## src/hdl/assert_macros.svh

```systemverilog
// Assertion macros shared by the line point stepper RTL.
// No dependencies; expects clk_i and rst_ni in the including module.
`ifndef ASSERT_MACROS_SVH
`define ASSERT_MACROS_SVH

// Checked on every rising edge outside reset.
`define LPS_ASSERT(label, prop, msg) \
  label: assert property (@(posedge clk_i) disable iff (!rst_ni) prop) else $error(msg);

// Checked on every rising edge, reset included.
`define LPS_ASSERT_ALWAYS(label, prop, msg) \
  label: assert property (@(posedge clk_i) prop) else $error(msg);

`endif

```

## src/hdl/lps_pkg.sv

```systemverilog
// Shared types and constants for the line point stepper.
// No dependencies.
package lps_pkg;

  localparam int unsigned COORD_BITS_DEF = 12;
  localparam int unsigned RES_DEPTH      = 4;
  localparam int unsigned APB_ADDR_W     = 3;
  localparam int unsigned APB_DATA_W     = 32;

  localparam logic [APB_ADDR_W-1:0] REG_CONNECTED_MODE = 3'd0;

  typedef enum logic {
    KIND_START = 1'b0,
    KIND_STEP  = 1'b1
  } kind_e;

  // flags carried with each result point
  typedef struct packed {
    logic line_done;
    logic last_of_step;
  } res_flags_t;

endpackage

```

## src/hdl/line_point_stepper_core.sv

```systemverilog
// Line point stepper top level: stream ports, APB register, line state.
// Depends on lps_pkg, lps_setup, lps_step, lps_result_fifo, assert_macros.svh.
//
// Bresenham line rasterizer. A start item (tuser = 0) loads the two endpoints
// in tdata and gives no point; it replaces any line still in progress. Each
// step item (tuser = 1) gives the point of the current major-axis column in
// original axes, and in connected mode (register 0, bit 0) also the point
// after a minor-axis step when that point lies within the line. A step when
// no line is loaded, or after the last column, gives nothing. The endpoint
// setup into the line state registers and the column step into the
// 4-entry result queue are combinational adds and compares. Items flow
// at one per cycle while each step gives one point and the point output
// keeps up; a step that gives two points uses the single result port
// twice, and s_axis_tready drops while fewer than two queue slots are
// free. A step's points are written into the result queue when taken.
`include "assert_macros.svh"
module line_point_stepper_core import lps_pkg::*; #(
  parameter int unsigned COORD_BITS = COORD_BITS_DEF,
  localparam int unsigned IN_TDATA_W  = ((4 * COORD_BITS + 7) / 8) * 8,
  localparam int unsigned OUT_TDATA_W = ((2 * COORD_BITS + 7) / 8) * 8
) (
  input  logic                   clk_i,
  input  logic                   rst_ni,
  // item input
  input  logic                   s_axis_tvalid,
  output logic                   s_axis_tready,
  // x_start, y_start, x_end, y_end from bit 0 up, zero fill
  input  logic [IN_TDATA_W-1:0]  s_axis_tdata,
  // kind
  input  logic                   s_axis_tuser,
  // point output
  output logic                   m_axis_tvalid,
  input  logic                   m_axis_tready,
  // point_x, point_y from bit 0 up, zero fill
  output logic [OUT_TDATA_W-1:0] m_axis_tdata,
  // last_of_step
  output logic                   m_axis_tlast,
  // line_done
  output logic                   m_axis_tuser,
  // configuration
  input  logic                   psel,
  input  logic                   penable,
  input  logic                   pwrite,
  input  logic [APB_ADDR_W-1:0]  paddr,
  input  logic [APB_DATA_W-1:0]  pwdata,
  output logic [APB_DATA_W-1:0]  prdata,
  output logic                   pready
);

  localparam int unsigned CW    = COORD_BITS;
  localparam int unsigned RES_W = 2 * CW + 2;

  // configuration
  logic connected_q;

  // line state
  logic signed [CW-1:0] major_pos_q, major_pos_d, major_end_q, major_end_d;
  logic signed [CW:0]   minor_pos_q, minor_pos_d;
  logic signed [CW-1:0] minor_end_q, minor_end_d;
  logic signed [CW+2:0] error_q, error_d;
  logic [CW:0]          major_span_q, major_span_d, minor_span_q, minor_span_d;
  logic                 dir_down_q, dir_down_d, swapped_q, swapped_d;
  logic                 active_q, active_d;

  // setup outputs
  logic                 su_swapped, su_dir_down;
  logic signed [CW-1:0] su_maj_start, su_maj_end, su_min_start, su_min_end;
  logic [CW:0]          su_maj_span, su_min_span;

  // step outputs
  logic signed [CW-1:0] st_major_pos;
  logic signed [CW:0]   st_minor_pos;
  logic signed [CW+2:0] st_error;
  logic                 st_done, st_extra;
  logic signed [CW-1:0] p0_x, p0_y, p1_x, p1_y;

  // queue interface
  logic                 in_acc, is_start, is_step;
  logic                 push0, push1, q_room;
  res_flags_t           f0, f1, fo;
  logic [RES_W-1:0]     res0, res1, res_out;

  assign in_acc   = s_axis_tvalid && s_axis_tready;
  assign is_start = kind_e'(s_axis_tuser) == KIND_START;
  assign is_step  = kind_e'(s_axis_tuser) == KIND_STEP;
  assign s_axis_tready = q_room;

  // APB register
  assign pready = 1'b1;
  assign prdata = (paddr == REG_CONNECTED_MODE) ? APB_DATA_W'(connected_q) : '0;

  always_ff @(posedge clk_i or negedge rst_ni) begin
    if (!rst_ni) begin
      connected_q <= 1'b0;
    end else if (psel && penable && pwrite && pready && paddr == REG_CONNECTED_MODE) begin
      connected_q <= pwdata[0];
    end
  end

  lps_setup #(.COORD_BITS(CW)) u_setup (
    .x_start_i     (s_axis_tdata[CW-1:0]),
    .y_start_i     (s_axis_tdata[2*CW-1:CW]),
    .x_end_i       (s_axis_tdata[3*CW-1:2*CW]),
    .y_end_i       (s_axis_tdata[4*CW-1:3*CW]),
    .swapped_o     (su_swapped),
    .major_start_o (su_maj_start),
    .major_end_o   (su_maj_end),
    .minor_start_o (su_min_start),
    .minor_end_o   (su_min_end),
    .major_span_o  (su_maj_span),
    .minor_span_o  (su_min_span),
    .dir_down_o    (su_dir_down)
  );

  lps_step #(.COORD_BITS(CW)) u_step (
    .major_pos_i  (major_pos_q),
    .major_end_i  (major_end_q),
    .minor_pos_i  (minor_pos_q),
    .minor_end_i  (minor_end_q),
    .error_i      (error_q),
    .major_span_i (major_span_q),
    .minor_span_i (minor_span_q),
    .dir_down_i   (dir_down_q),
    .swapped_i    (swapped_q),
    .connected_i  (connected_q),
    .major_pos_o  (st_major_pos),
    .minor_pos_o  (st_minor_pos),
    .error_o      (st_error),
    .done_o       (st_done),
    .extra_o      (st_extra),
    .p0_x_o       (p0_x),
    .p0_y_o       (p0_y),
    .p1_x_o       (p1_x),
    .p1_y_o       (p1_y)
  );

  // state update
  always_comb begin
    major_pos_d  = major_pos_q;
    major_end_d  = major_end_q;
    minor_pos_d  = minor_pos_q;
    minor_end_d  = minor_end_q;
    error_d      = error_q;
    major_span_d = major_span_q;
    minor_span_d = minor_span_q;
    dir_down_d   = dir_down_q;
    swapped_d    = swapped_q;
    active_d     = active_q;
    if (in_acc && is_start) begin
      major_pos_d  = su_maj_start;
      major_end_d  = su_maj_end;
      minor_pos_d  = $signed({su_min_start[CW-1], su_min_start});
      minor_end_d  = su_min_end;
      error_d      = '0;
      major_span_d = su_maj_span;
      minor_span_d = su_min_span;
      dir_down_d   = su_dir_down;
      swapped_d    = su_swapped;
      active_d     = 1'b1;
    end else if (in_acc && is_step && active_q) begin
      major_pos_d = st_major_pos;
      minor_pos_d = st_minor_pos;
      error_d     = st_error;
      active_d    = !st_done;
    end
  end

  always_ff @(posedge clk_i or negedge rst_ni) begin
    if (!rst_ni) begin
      major_pos_q  <= '0;
      major_end_q  <= '0;
      minor_pos_q  <= '0;
      minor_end_q  <= '0;
      error_q      <= '0;
      major_span_q <= '0;
      minor_span_q <= '0;
      dir_down_q   <= 1'b0;
      swapped_q    <= 1'b0;
      active_q     <= 1'b0;
    end else begin
      major_pos_q  <= major_pos_d;
      major_end_q  <= major_end_d;
      minor_pos_q  <= minor_pos_d;
      minor_end_q  <= minor_end_d;
      error_q      <= error_d;
      major_span_q <= major_span_d;
      minor_span_q <= minor_span_d;
      dir_down_q   <= dir_down_d;
      swapped_q    <= swapped_d;
      active_q     <= active_d;
    end
  end

  // result points: first has last set unless the extra point follows
  always_comb begin
    push0 = in_acc && is_step && active_q;
    push1 = push0 && st_extra;
    f0.line_done    = st_done;
    f0.last_of_step = !st_extra;
    f1.line_done    = st_done;
    f1.last_of_step = 1'b1;
    res0 = {f0, p0_y, p0_x};
    res1 = {f1, p1_y, p1_x};
  end

  lps_result_fifo #(.WIDTH(RES_W)) u_fifo (
    .clk_i   (clk_i),
    .rst_ni  (rst_ni),
    .push0_i (push0),
    .push1_i (push1),
    .data0_i (res0),
    .data1_i (res1),
    .room_o  (q_room),
    .valid_o (m_axis_tvalid),
    .pop_i   (m_axis_tready),
    .data_o  (res_out)
  );

  assign fo           = res_out[RES_W-1:2*CW];
  assign m_axis_tdata = OUT_TDATA_W'(res_out[2*CW-1:0]);
  assign m_axis_tlast = fo.last_of_step;
  assign m_axis_tuser = fo.line_done;

  `LPS_ASSERT(a_start_silent, (in_acc && is_start) |-> !push0, "start item gave a point")
  `LPS_ASSERT(a_start_loads, (in_acc && is_start) |=> active_q, "start item did not load line")
  `LPS_ASSERT(a_pair_flags, push1 |-> (!f0.last_of_step && f1.last_of_step), "pair flags wrong")
  `LPS_ASSERT(a_done_clears, (push0 && st_done) |=> !active_q, "line still active after done")

endmodule

```

## src/hdl/lps_setup.sv

```systemverilog
// Endpoint setup: axis swap, ordering along the major axis, spans.
// Depends on lps_pkg.
module lps_setup import lps_pkg::*; #(
  parameter int unsigned COORD_BITS = COORD_BITS_DEF
) (
  input  logic signed [COORD_BITS-1:0] x_start_i,
  input  logic signed [COORD_BITS-1:0] y_start_i,
  input  logic signed [COORD_BITS-1:0] x_end_i,
  input  logic signed [COORD_BITS-1:0] y_end_i,
  output logic                         swapped_o,
  output logic signed [COORD_BITS-1:0] major_start_o,
  output logic signed [COORD_BITS-1:0] major_end_o,
  output logic signed [COORD_BITS-1:0] minor_start_o,
  output logic signed [COORD_BITS-1:0] minor_end_o,
  output logic        [COORD_BITS:0]   major_span_o,
  output logic        [COORD_BITS:0]   minor_span_o,
  output logic                         dir_down_o
);

  logic signed [COORD_BITS:0]   dx, dy, dmin;
  logic        [COORD_BITS:0]   adx, ady;
  logic signed [COORD_BITS-1:0] a1, a2, b1, b2;
  logic                         flip;

  always_comb begin
    dx  = $signed({x_end_i[COORD_BITS-1], x_end_i})
          - $signed({x_start_i[COORD_BITS-1], x_start_i});
    dy  = $signed({y_end_i[COORD_BITS-1], y_end_i})
          - $signed({y_start_i[COORD_BITS-1], y_start_i});
    adx = dx[COORD_BITS] ? -dx : dx;
    ady = dy[COORD_BITS] ? -dy : dy;
    swapped_o = ady > adx;

    if (swapped_o) begin
      a1 = y_start_i; b1 = x_start_i; a2 = y_end_i; b2 = x_end_i;
    end else begin
      a1 = x_start_i; b1 = y_start_i; a2 = x_end_i; b2 = y_end_i;
    end
    flip = a1 > a2;

    major_start_o = flip ? a2 : a1;
    major_end_o   = flip ? a1 : a2;
    minor_start_o = flip ? b2 : b1;
    minor_end_o   = flip ? b1 : b2;

    major_span_o = $signed({major_end_o[COORD_BITS-1], major_end_o})
                   - $signed({major_start_o[COORD_BITS-1], major_start_o});
    dmin = $signed({minor_end_o[COORD_BITS-1], minor_end_o})
           - $signed({minor_start_o[COORD_BITS-1], minor_start_o});
    minor_span_o = dmin[COORD_BITS] ? -dmin : dmin;
    dir_down_o   = minor_start_o < minor_end_o;
  end

endmodule

```

## src/hdl/lps_step.sv

```systemverilog
// One column step: error update, minor step, result points in original axes.
// Depends on lps_pkg.
module lps_step import lps_pkg::*; #(
  parameter int unsigned COORD_BITS = COORD_BITS_DEF
) (
  input  logic signed [COORD_BITS-1:0] major_pos_i,
  input  logic signed [COORD_BITS-1:0] major_end_i,
  input  logic signed [COORD_BITS:0]   minor_pos_i,
  input  logic signed [COORD_BITS-1:0] minor_end_i,
  input  logic signed [COORD_BITS+2:0] error_i,
  input  logic        [COORD_BITS:0]   major_span_i,
  input  logic        [COORD_BITS:0]   minor_span_i,
  input  logic                         dir_down_i,
  input  logic                         swapped_i,
  input  logic                         connected_i,
  output logic signed [COORD_BITS-1:0] major_pos_o,
  output logic signed [COORD_BITS:0]   minor_pos_o,
  output logic signed [COORD_BITS+2:0] error_o,
  output logic                         done_o,
  output logic                         extra_o,
  output logic signed [COORD_BITS-1:0] p0_x_o,
  output logic signed [COORD_BITS-1:0] p0_y_o,
  output logic signed [COORD_BITS-1:0] p1_x_o,
  output logic signed [COORD_BITS-1:0] p1_y_o
);

  logic signed [COORD_BITS+2:0] err_add, maj_span_ext;
  logic signed [COORD_BITS:0]   min_end_ext, min_step;
  logic                         hit, in_range;
  logic signed [COORD_BITS-1:0] min0, min1;

  always_comb begin
    done_o       = major_pos_i >= major_end_i;
    maj_span_ext = $signed({2'b00, major_span_i});
    err_add      = error_i + $signed({1'b0, minor_span_i, 1'b0});
    hit          = (major_span_i != '0) && (err_add >= maj_span_ext);
    error_o      = hit ? err_add - $signed({1'b0, major_span_i, 1'b0}) : err_add;

    min_step    = dir_down_i ? minor_pos_i + (COORD_BITS+1)'(1)
                             : minor_pos_i - (COORD_BITS+1)'(1);
    minor_pos_o = hit ? min_step : minor_pos_i;
    min_end_ext = $signed({minor_end_i[COORD_BITS-1], minor_end_i});
    in_range    = dir_down_i ? (min_step <= min_end_ext) : (min_step >= min_end_ext);
    extra_o     = connected_i && hit && in_range;

    major_pos_o = done_o ? major_pos_i : major_pos_i + COORD_BITS'(1);

    min0   = minor_pos_i[COORD_BITS-1:0];
    min1   = min_step[COORD_BITS-1:0];
    p0_x_o = swapped_i ? min0 : major_pos_i;
    p0_y_o = swapped_i ? major_pos_i : min0;
    p1_x_o = swapped_i ? min1 : major_pos_i;
    p1_y_o = swapped_i ? major_pos_i : min1;
  end

endmodule

```

## src/hdl/lps_result_fifo.sv

```systemverilog
// Small result queue: takes up to two points per cycle, gives one per cycle while popped.
// Depends on lps_pkg and assert_macros.svh.
`include "assert_macros.svh"
module lps_result_fifo import lps_pkg::*; #(
  parameter int unsigned WIDTH = 2 * COORD_BITS_DEF + 2
) (
  input  logic             clk_i,
  input  logic             rst_ni,
  input  logic             push0_i,
  input  logic             push1_i,
  input  logic [WIDTH-1:0] data0_i,
  input  logic [WIDTH-1:0] data1_i,
  output logic             room_o,
  output logic             valid_o,
  input  logic             pop_i,
  output logic [WIDTH-1:0] data_o
);

  localparam int unsigned PTR_W = $clog2(RES_DEPTH);
  localparam int unsigned CNT_W = $clog2(RES_DEPTH + 1);

  logic [WIDTH-1:0] mem_q [RES_DEPTH];
  logic [PTR_W-1:0] wr_ptr_q, wr_ptr_d, rd_ptr_q, rd_ptr_d;
  logic [CNT_W-1:0] count_q, count_d;
  logic [PTR_W-1:0] wr_ptr_nx;
  logic             pop;

  assign pop       = pop_i && valid_o;
  assign valid_o   = count_q != '0;
  assign room_o    = count_q <= CNT_W'(RES_DEPTH - 2);
  assign data_o    = mem_q[rd_ptr_q];
  assign wr_ptr_nx = wr_ptr_q + PTR_W'(1);

  always_comb begin
    wr_ptr_d = wr_ptr_q + PTR_W'(push0_i) + PTR_W'(push1_i);
    rd_ptr_d = rd_ptr_q + PTR_W'(pop);
    count_d  = count_q + CNT_W'(push0_i) + CNT_W'(push1_i) - CNT_W'(pop);
  end

  always_ff @(posedge clk_i or negedge rst_ni) begin
    if (!rst_ni) begin
      wr_ptr_q <= '0;
      rd_ptr_q <= '0;
      count_q  <= '0;
    end else begin
      wr_ptr_q <= wr_ptr_d;
      rd_ptr_q <= rd_ptr_d;
      count_q  <= count_d;
    end
  end

  always_ff @(posedge clk_i) begin
    if (push0_i) begin
      mem_q[wr_ptr_q] <= data0_i;
    end
    if (push1_i) begin
      mem_q[wr_ptr_nx] <= data1_i;
    end
  end

  `LPS_ASSERT(a_fifo_bound, count_q <= CNT_W'(RES_DEPTH), "result queue overfilled")
  `LPS_ASSERT(a_push_room, (push0_i || push1_i) |-> count_q <= CNT_W'(RES_DEPTH - 2), "push without room")
  `LPS_ASSERT(a_push_order, push1_i |-> push0_i, "second point pushed alone")
  `LPS_ASSERT_ALWAYS(a_reset_empty, !rst_ni |=> count_q == '0, "queue not empty in reset")

endmodule

```

## config.mk

```make
export PLATFORM = sky130hd
export DESIGN_NAME = line_point_stepper_core
export DESIGN_NICKNAME = d
export VERILOG_FILES = /design/src/hdl/lps_pkg.sv /design/src/hdl/line_point_stepper_core.sv /design/src/hdl/lps_setup.sv /design/src/hdl/lps_step.sv /design/src/hdl/lps_result_fifo.sv
export VERILOG_INCLUDE_DIRS = /design/src /design/src/hdl
export SDC_FILE = /design/constraint.sdc
export NUM_CORES = 1
export LEC_CHECK = 0
export ABC_CLOCK_PERIOD_IN_PS = 7800
export BUFFER_PORTS_ARGS = -buffer_cell sky130_fd_sc_hd__buf_2
export CAP_MARGIN = 5
export CORE_UTILIZATION = 65
export DETAILED_ROUTE_END_ITERATION = 10
export PLACE_DENSITY = 0.92
export SLEW_MARGIN = 20
export SYNTH_ARGS = -nofsm -noshare
export SYNTH_HDL_FRONTEND = slang
export SYNTH_SLANG_ARGS = --single-unit
export TNS_END_PERCENT = 100
```

## constraint.sdc

```tcl
create_clock -name clk_i -period 7.8 [get_ports clk_i]
set_input_delay 0.39 -clock clk_i [delete_from_list [all_inputs] [get_ports clk_i]]
set_output_delay 0.39 -clock clk_i [all_outputs]
set_load 0.01 [all_outputs]
```

==> flow_summary_export.csv, run 1 <==
group,metric,value,unit
run_status,status,"aborted with a tool error",
run_status,haltStage,"5_1_grt",
run_status,error,"[ERROR GRT-0232] Routing congestion too high. Check the congestion heatmap in the GUI.",
synthesis,synth_cell_types,85,
synthesis,synth_simple_gate_area_frac,0.139,
synthesis,yosys.area.top_type_share,0.173,
synthesis,async_reset_ff_frac,0.490,
global_routing,grt_use_total,0.708,
placed_design,gp_congestion,1.12,
die,chipWidth,165,µm
synthesis,synth_top_flop_cell,"edfxtp_1",
synthesis,synth_top_family_by_area,"compound AO/OA/AOI/OAI gates",
clocking,clockBufferDepth,3,
global_routing,grt_max_degree,86,
synthesis,synth_compound_area_frac,0.204,
synthesis,synthMuxAreaShare,0.101,
global_routing,grt-ovfl-total,74,
synthesis,synth_cells,1939,
clocking,root_buffer,"clkbuf_16",
clocking,clock-sinks,204,
placed_design,dp_hpwl,40600,µm
synthesis,syn_area_per_cell,8.95,µm²
synthesis,synthXorXnorAreaFrac,0.0534,
die,pin_count,152,
synthesis,synth-seq-area-share,0.322,
die,start_util,0.664,
synthesis,synthTopCellsByCount,"201 x nand2_1, 156 x o21ai_0, 140 x nor2_1, 139 x ha_1, 127 x inv_1",
synthesis,yosys.area_share.adder,0.116,
clocking,h-tree-depth,1,
sta,worstEpCategory,"register data pin",
synthesis,synth_area_leaders,"edfxtp_1 17%, dfrtp_1 14%, ha_1 10%",
synthesis,synth_edf_count,100,
synthesis,yosysMostFrequentCell,"nand2_1",
clocking,numCtsBuffers,20,
die,fp-row-count,59,
synthesis,syn_area,17400,µm²
sta,grt-worst-endpoint,"minor_span_q[11]$_DFFE_PN0P_/D",
die,die_h,165,µm
synthesis,synth.largest_area_cell,"edfxtp_1",
synthesis,ys_ff_latch,204,
placed_design,numPortBuffers,88,
synthesis,yosys_warnings,0,
[logic make-up after synthesis]
family          Yosys count
mux                     139
other cells               2
fa+ha+maj               158
compound gates          556
flops                   204
xor+xnor                105
simple gates            518
buf+inv                 257
[routing by layer]
metal / GRT overflow / track usage
met1: 0 / 0.692
met2: 36 / 0.868
met3: 1 / 0.590
met4: 37 / 0.699
met5: 0 / 0.250
[metrics by stage]
step	cells	cell area, µm²	setup slack [ns]	util
after global placement	2551	20100	-1.55	0.771
after detailed placement	2551	20100	-2.03	0.771
after floorplan	1969	17800	-1.89	-
after CTS	2628	21500	-1.01	0.822
[repair_timing]
| item | CTS |
|---|---|
| endpoints found under the hold margin | 27 |
| pin swaps | 50 |
| hold buffers | 1 |
| gates resized for setup | 82 |
| buffers inserted | 38 |
| gates cloned | 2 |
| setup endpoints to repair | 24 |
==> run 2: changes to the inputs <==
--- a/config.mk
+++ b/config.mk
@@ -9,9 +9,9 @@
 export ABC_CLOCK_PERIOD_IN_PS = 7800
 export BUFFER_PORTS_ARGS = -buffer_cell sky130_fd_sc_hd__buf_2
 export CAP_MARGIN = 5
-export CORE_UTILIZATION = 65
+export CORE_UTILIZATION = 40
 export DETAILED_ROUTE_END_ITERATION = 10
-export PLACE_DENSITY = 0.92
+export PLACE_DENSITY_LB_ADDON = 0.15
 export SLEW_MARGIN = 20
 export SYNTH_ARGS = -nofsm -noshare
 export SYNTH_HDL_FRONTEND = slang
==> run 2 against run 1 <==
Against the previous run: the flow now finishes, with violations (setup timing); synthesized area stayed put; synthesized cell count did not move.
==> flow_summary_export.csv, run 2 <==
group,metric,value,unit
finish,area_delta_synth_final,30.7,%
clocking,clock-sinks,204,
global_routing,grt_use_total,0.240,
worst_setup_path,cp_num_buf_inv,10,
worst_setup_path,cp.required,8.26,ns
clocking,clockBufferDepth,3,
worst_setup_path,slowest_stage,"or4_4",
die,dieArea,44200,µm²
finish,diodes,0,
finish,nNetsFinal,2564,
die,chipWidth,210,µm
routing,first_iter_violations,962,
clocking,clock_latency,0.54,ns
worst_setup_path,path_class,"input port to register",
routing,route.vias.total,15900,
sta,finClkSkew,0.0249,ns
synthesis,async_reset_ff_frac,0.490,
finish,largest_reg_flops,104,
finish,reg.largest.list,"u_fifo.mem_q x104, error_q x14",
synthesis,yosys.area.top_type_share,0.173,
die,pin_count,152,
sta,slew_headroom,0.310,
global_routing,grt_first_pass_wirelength,84000,µm
synthesis,synth-seq-area-share,0.322,
synthesis,synth.largest_area_cell,"edfxtp_1",
routing,ant_nets,0,
clocking,h-tree-depth,1,
run_status,status,"finished with violations",
synthesis,yosysMostFrequentCell,"nand2_1",
worst_setup_path,end_kind,"register",
worst_setup_path,crit_top_cell,"buf_4",
die,core,42300,µm²
sta,fin_crit_sh,1.16,
synthesis,synth_cells,1939,
routing,wl,54000,µm
sta,final.setup.worst_slack,-1.24,ns
worst_setup_path,cp-start-kind,"input port",
run_status,violations,"setup timing",
die,start_util,0.410,
routing,wl_per_cell,18.5,µm
worst_setup_path,cp.arrival,9.50,ns
routing,drt_first_pass_iters,5,
sta,rsz0062_at_grt,"true",
job,maxCapViolCount,0,
finish,filler_cell_count,3917,
worst_setup_path,cp_slowest_stage_delay,0.55,ns
die,fp-row-count,75,
clocking,cts_tree,"built",
placed_design,gp_congestion,0.906,
synthesis,synth_top_flop_cell,"edfxtp_1",
synthesis,synth_edf_count,100,
global_routing,antenna_found_initial,0,
min_path,min_path_type,"input port to register",
finish,drive_gt1_frac,0.293,
synthesis,syn_area,17400,µm²
sta,worstMarginPinSlew,1.03,ns
synthesis,syn_area_per_cell,8.95,µm²
finish,mostFrequentLayoutCell,"buf_4",
clocking,root_buffer,"clkbuf_16",
clocking,numCtsBuffers,23,
clocking,clkTransAtPathRegs,0.06,ns
sta,hold_viol_final,0,
global_routing,grt_pass1_vias,15600,
finish,regMostFlops,"u_fifo.mem_q",
global_routing,grt_max_degree,69,
sta,finalSetupViolCount,18,
synthesis,synth_cell_types,85,
finish,postLayoutCoreUtil,0.536,
sta,maxSlewViolCount,0,
worst_setup_path,path_max_fanout,6,
placed_design,numPortBuffers,88,
die,die_h,210,µm
synthesis,synth_area_leaders,"edfxtp_1 17%, dfrtp_1 14%, ha_1 10%",
sta,post-route-min-period,9.04,ns
routing,vias_per_cell,5.45,
synthesis,synthTopCellsByCount,"201 x nand2_1, 156 x o21ai_0, 140 x nor2_1, 139 x ha_1, 127 x inv_1",
sta,max_clock_freq,111,MHz
worst_setup_path,crit_family,"simple AND/OR/NAND/NOR gates",
finish,final_cell_mix,"351 x buf_4, 199 x nand2_1, 134 x o21ai_0, 130 x nor2_1, 125 x ha_1",
placed_design,dp_hpwl,41200,µm
global_routing,grt-ovfl-total,0,
synthesis,yosys_warnings,0,
synthesis,ys_ff_latch,204,
routing,drcViolationCount,0,
==> run 2: cell counts after synthesis <==
No cell type changed its count.
==> run 2: through the flow <==
stage	hold slack [ns]	setup slack, ns	TNS, ns	std cells	area (µm²)
after CTS	0.0687	-1.05	-12.55	2891	22000
final	0.0800	-1.24	-15.00	2919	22700
after global placement	0.377	-1.81	-28.04	2814	20600
after global routing	0.0854	-1.52	-20.21	2919	22700
after floorplan	0.0944	-1.89	-22.69	1969	17800
after detailed placement	0.388	-1.93	-32.91	2814	20600
==> run 2: kinds of logic (layout without fill, tap and decap cells) <==
group                    count (synthesis)  count (layout)  synth area share
AO/OA/AOI/OAI                          556             556             0.204
AND/OR/NAND/NOR                        518             518             0.139
XOR/XNOR                               105             105            0.0534
multiplexers                           139             139             0.101
adder cells (fa/ha/maj)                158             158             0.116
flip-flops                             204             204             0.322
other                                    2              32          0.000433
buffers and inverters                  257             630            0.0643
==> run 2: what timing repair did <==
action / CTS / global route
hold buffers: 1 / 0
setup endpoints to repair: 22 / 23
gates resized for setup: 69 / 83
gates cloned: 3 / 2
setup buffers: 31 / 26
pin swaps: 52 / 46
endpoints found under the hold margin: 33 / 0
==> run 2: path summary, 6_finish.rpt <==
path,to,cells after the start,slack (ns),startpoint
max in group asynchronous,swapped_q,3,6.15,rst_ni
max reg2reg,u_fifo.mem_q[3][17],24,1.50,dir_down_q
max,minor_span_q[11],45,-1.24,s_axis_tdata[1]
min reg2reg,u_fifo.mem_q[2][24],1,0.47,u_fifo.mem_q[2][24]
min,connected_q,2,0.08,pwdata[0]
min in group asynchronous,error_q[5],2,0.37,rst_ni
==> run 2: per-layer routing <==
metal	global-route usage	up-vias	wire length, µm
met2	0.418	391	26200
li1	-	7800	-
met5	0	-	0
met1	0.318	7641	24000
met4	0.0743	0	1470
met3	0.0170	78	2240
==> run 2: worst reg2reg max path, delay by kind of cell, from the launching register on <==
family,cells,cell delay [ns]
AND/OR/NAND/NOR,5,0.87
AO/OA/AOI/OAI,11,2.07
flip-flops,1,0.37
XOR/XNOR,1,0.22
adder cells (fa/ha/maj),2,0.75
buffers and inverters,5,1.67
==> run 2: area by class of cell <==
type | count | area (µm²) | share of cell area
Clock buffer | 27 | 591 | 0.0260
Clock inverter | 15 | 190 | 0.00839
Inverter | 129 | 502 | 0.0221
Multi-Input combinational cell | 1508 | 11700 | 0.514
Sequential cell | 204 | 5590 | 0.246
Tap cell | 577 | 722 | 0.0318
Timing Repair Buffer | 459 | 3440 | 0.152
Power of run 2 is not shown: default switching activity piles up to over one toggle a cycle in this logic, so the estimate is an artifact.
==> run 3: changes to the inputs <==
--- a/config.mk
+++ b/config.mk
@@ -6,11 +6,12 @@
 export SDC_FILE = /design/constraint.sdc
 export NUM_CORES = 1
 export LEC_CHECK = 0
-export ABC_CLOCK_PERIOD_IN_PS = 7800
-export BUFFER_PORTS_ARGS = -buffer_cell sky130_fd_sc_hd__buf_2
 export CAP_MARGIN = 5
+export CELL_PAD_IN_SITES_DETAIL_PLACEMENT = 1
+export CELL_PAD_IN_SITES_GLOBAL_PLACEMENT = 1
 export CORE_UTILIZATION = 40
 export DETAILED_ROUTE_END_ITERATION = 10
+export DONT_BUFFER_PORTS = 1
 export PLACE_DENSITY_LB_ADDON = 0.15
 export SLEW_MARGIN = 20
 export SYNTH_ARGS = -nofsm -noshare
==> run 3 against run 2 <==
Against the previous run: the flow still finishes with violations (setup timing); clock skew down 0.0067 ns; via count rose by 1.7%; critical path depth decreased by 4; core utilization shrank 0.82 points; non-clock buffer count is 104 lower; worst setup slack got worse by 0.13 ns; maximum frequency is 1.4% lower; hold slack gained 0.020 ns; register-to-register slack got worse by 0.56 ns; sequential cell count unchanged.
==> flow_summary_export.csv, run 3 (synthesized netlist as in run 2, its figures left out) <==
group,metric,value,unit
die,dieArea,44200,µm²
run_status,status,"finished with violations",
routing,wl_per_cell,22.1,µm
min_path,min_from,"penable",
finish,reg.largest.list,"u_fifo.mem_q x104, error_q x14",
finish,area_delta_synth_final,28.7,%
finish,drive_gt1_frac,0.273,
global_routing,grt_pass1_vias,17100,
sta,maxSlewViolCount,0,
routing,drt_first_pass_iters,4,
routing,first_iter_violations,884,
placed_design,dp_hpwl,45900,µm
min_path,min_path_type,"input port to register",
clocking,root_buffer,"clkbuf_16",
routing,route.vias.total,16200,
clocking,cts_tree,"built",
sta,rsz0062_at_grt,"true",
finish,postLayoutCoreUtil,0.528,
job,maxCapViolCount,0,
clocking,clock_latency,0.53,ns
sta,worstMarginPinSlew,1.10,ns
die,start_util,0.410,
finish,final_cell_mix,"325 x buf_4, 196 x nand2_1, 128 x nor2_1, 124 x o21ai_0, 121 x ha_1",
sta,holdWs,0.100,ns
worst_setup_path,cp_num_buf_inv,8,
finish,largest_reg_flops,104,
finish,regMostFlops,"u_fifo.mem_q",
sta,slew_headroom,0.265,
worst_setup_path,cp_slowest_stage_delay,0.60,ns
sta,finClkSkew,0.0181,ns
die,die_h,210,µm
worst_setup_path,cp.arrival,9.53,ns
global_routing,grt-ovfl-total,0,
sta,hold_viol_final,0,
run_status,violations,"setup timing",
clocking,numCtsBuffers,24,
worst_setup_path,path_class,"input port to register",
placed_design,numPortBuffers,0,
global_routing,grt_first_pass_wirelength,95800,µm
global_routing,grt_use_total,0.275,
clocking,clock-sinks,204,
worst_setup_path,cp.required,8.16,ns
clocking,h-tree-depth,1,
die,core,42300,µm²
sta,final.setup.worst_slack,-1.37,ns
finish,mostFrequentLayoutCell,"buf_4",
worst_setup_path,slowest_stage,"fa_2",
worst_setup_path,crit_family,"simple AND/OR/NAND/NOR gates",
die,fp-row-count,75,
clocking,clkTransAtPathRegs,0.07,ns
sta,finalSetupViolCount,22,
worst_setup_path,cp-start-kind,"input port",
sta,max_clock_freq,109,MHz
worst_setup_path,critPathLaunch,"s_axis_tdata[24]",
routing,vias_per_cell,5.74,
finish,nNetsFinal,2461,
worst_setup_path,end_kind,"register",
routing,drcViolationCount,0,
sta,post-route-min-period,9.17,ns
routing,ant_nets,0,
worst_setup_path,r2r_start,"dir_down_q",
die,chipWidth,210,µm
worst_setup_path,path_max_fanout,6,
die,pin_count,152,
clocking,clockBufferDepth,3,
global_routing,antenna_found_initial,2,
placed_design,gp_congestion,0.871,
finish,diodes,0,
global_routing,grt_max_degree,101,
sta,fin_crit_sh,1.18,
worst_setup_path,crit_top_cell,"ha_4",
routing,wl,62300,µm
## run 3: per-layer routing
layer,share of wire,wire length [µm],GRT usage
met1,0.43,26900,0.350
met2,0.50,31400,0.490
met3,0.037,2320,0.0292
met4,0.027,1680,0.0798
met5,0,0,0
## run 3: final cells by class
class                      count  area, µm²
fill                        4812      20000
multi-input combinational   1508      11800
sequential                   204       5590
timing repair buffer         355       2880
tap                          577        722
clock buffer                  27        643
inverter                     129        504
clock inverter                17        174
## run 3: final timing paths
check | end | cells after the start | slack, ns
max in group asynchronous | swapped_q | 2 | 6.85
min in group asynchronous | error_q[7] | 2 | 0.45
max reg2reg | u_fifo.mem_q[2][20] | 23 | 0.94
min reg2reg | u_fifo.mem_q[0][24] | 1 | 0.47
min | connected_q | 2 | 0.1
max | minor_span_q[10] | 41 | -1.37
## run 3: per-stage QoR
stage               cell area, µm²  cells  TNS [ns]  worst slack (ns)
floorplan                    17800   1969    -22.69             -1.89
global placement             19900   2694    -36.49             -2.02
detailed placement           19900   2694    -45.00             -2.22
CTS                          21700   2793     -9.73            -0.882
global route                 22300   2817    -24.77             -1.70
finish                       22300   2817    -17.39             -1.37
## run 3: timing repair
item,4_1_cts,5_1_grt
setup buffers,51,25
endpoints found under the setup margin,25,28
hold buffers,3,0
cloned,2,0
pin swaps,71,55
hold endpoints to repair,101,0
resized for setup,117,92
## run 3: worst reg2reg max path, cell delays in order, from the launching register on
cell	delay [ns]
dfrtp_1	0.36
buf_4	0.17
inv_1	0.36
ha_1	0.32
a21o_1	0.17
a21oi_1	0.22
o21ai_0	0.13
a21oi_1	0.24
o21ai_0	0.14
a21oi_1	0.31
nor2_1	0.09
a211o_1	0.26
a21o_1	0.18
a21oi_1	0.16
xnor2_1	0.32
ha_1	0.40
nand4_1	0.13
nor4_1	0.08
or2_2	0.27
o211ai_1	0.60
or3_1	0.90
buf_4	0.33
mux2i_1	0.29
a221oi_1	0.13
Power of run 3 is left out for the same reason.
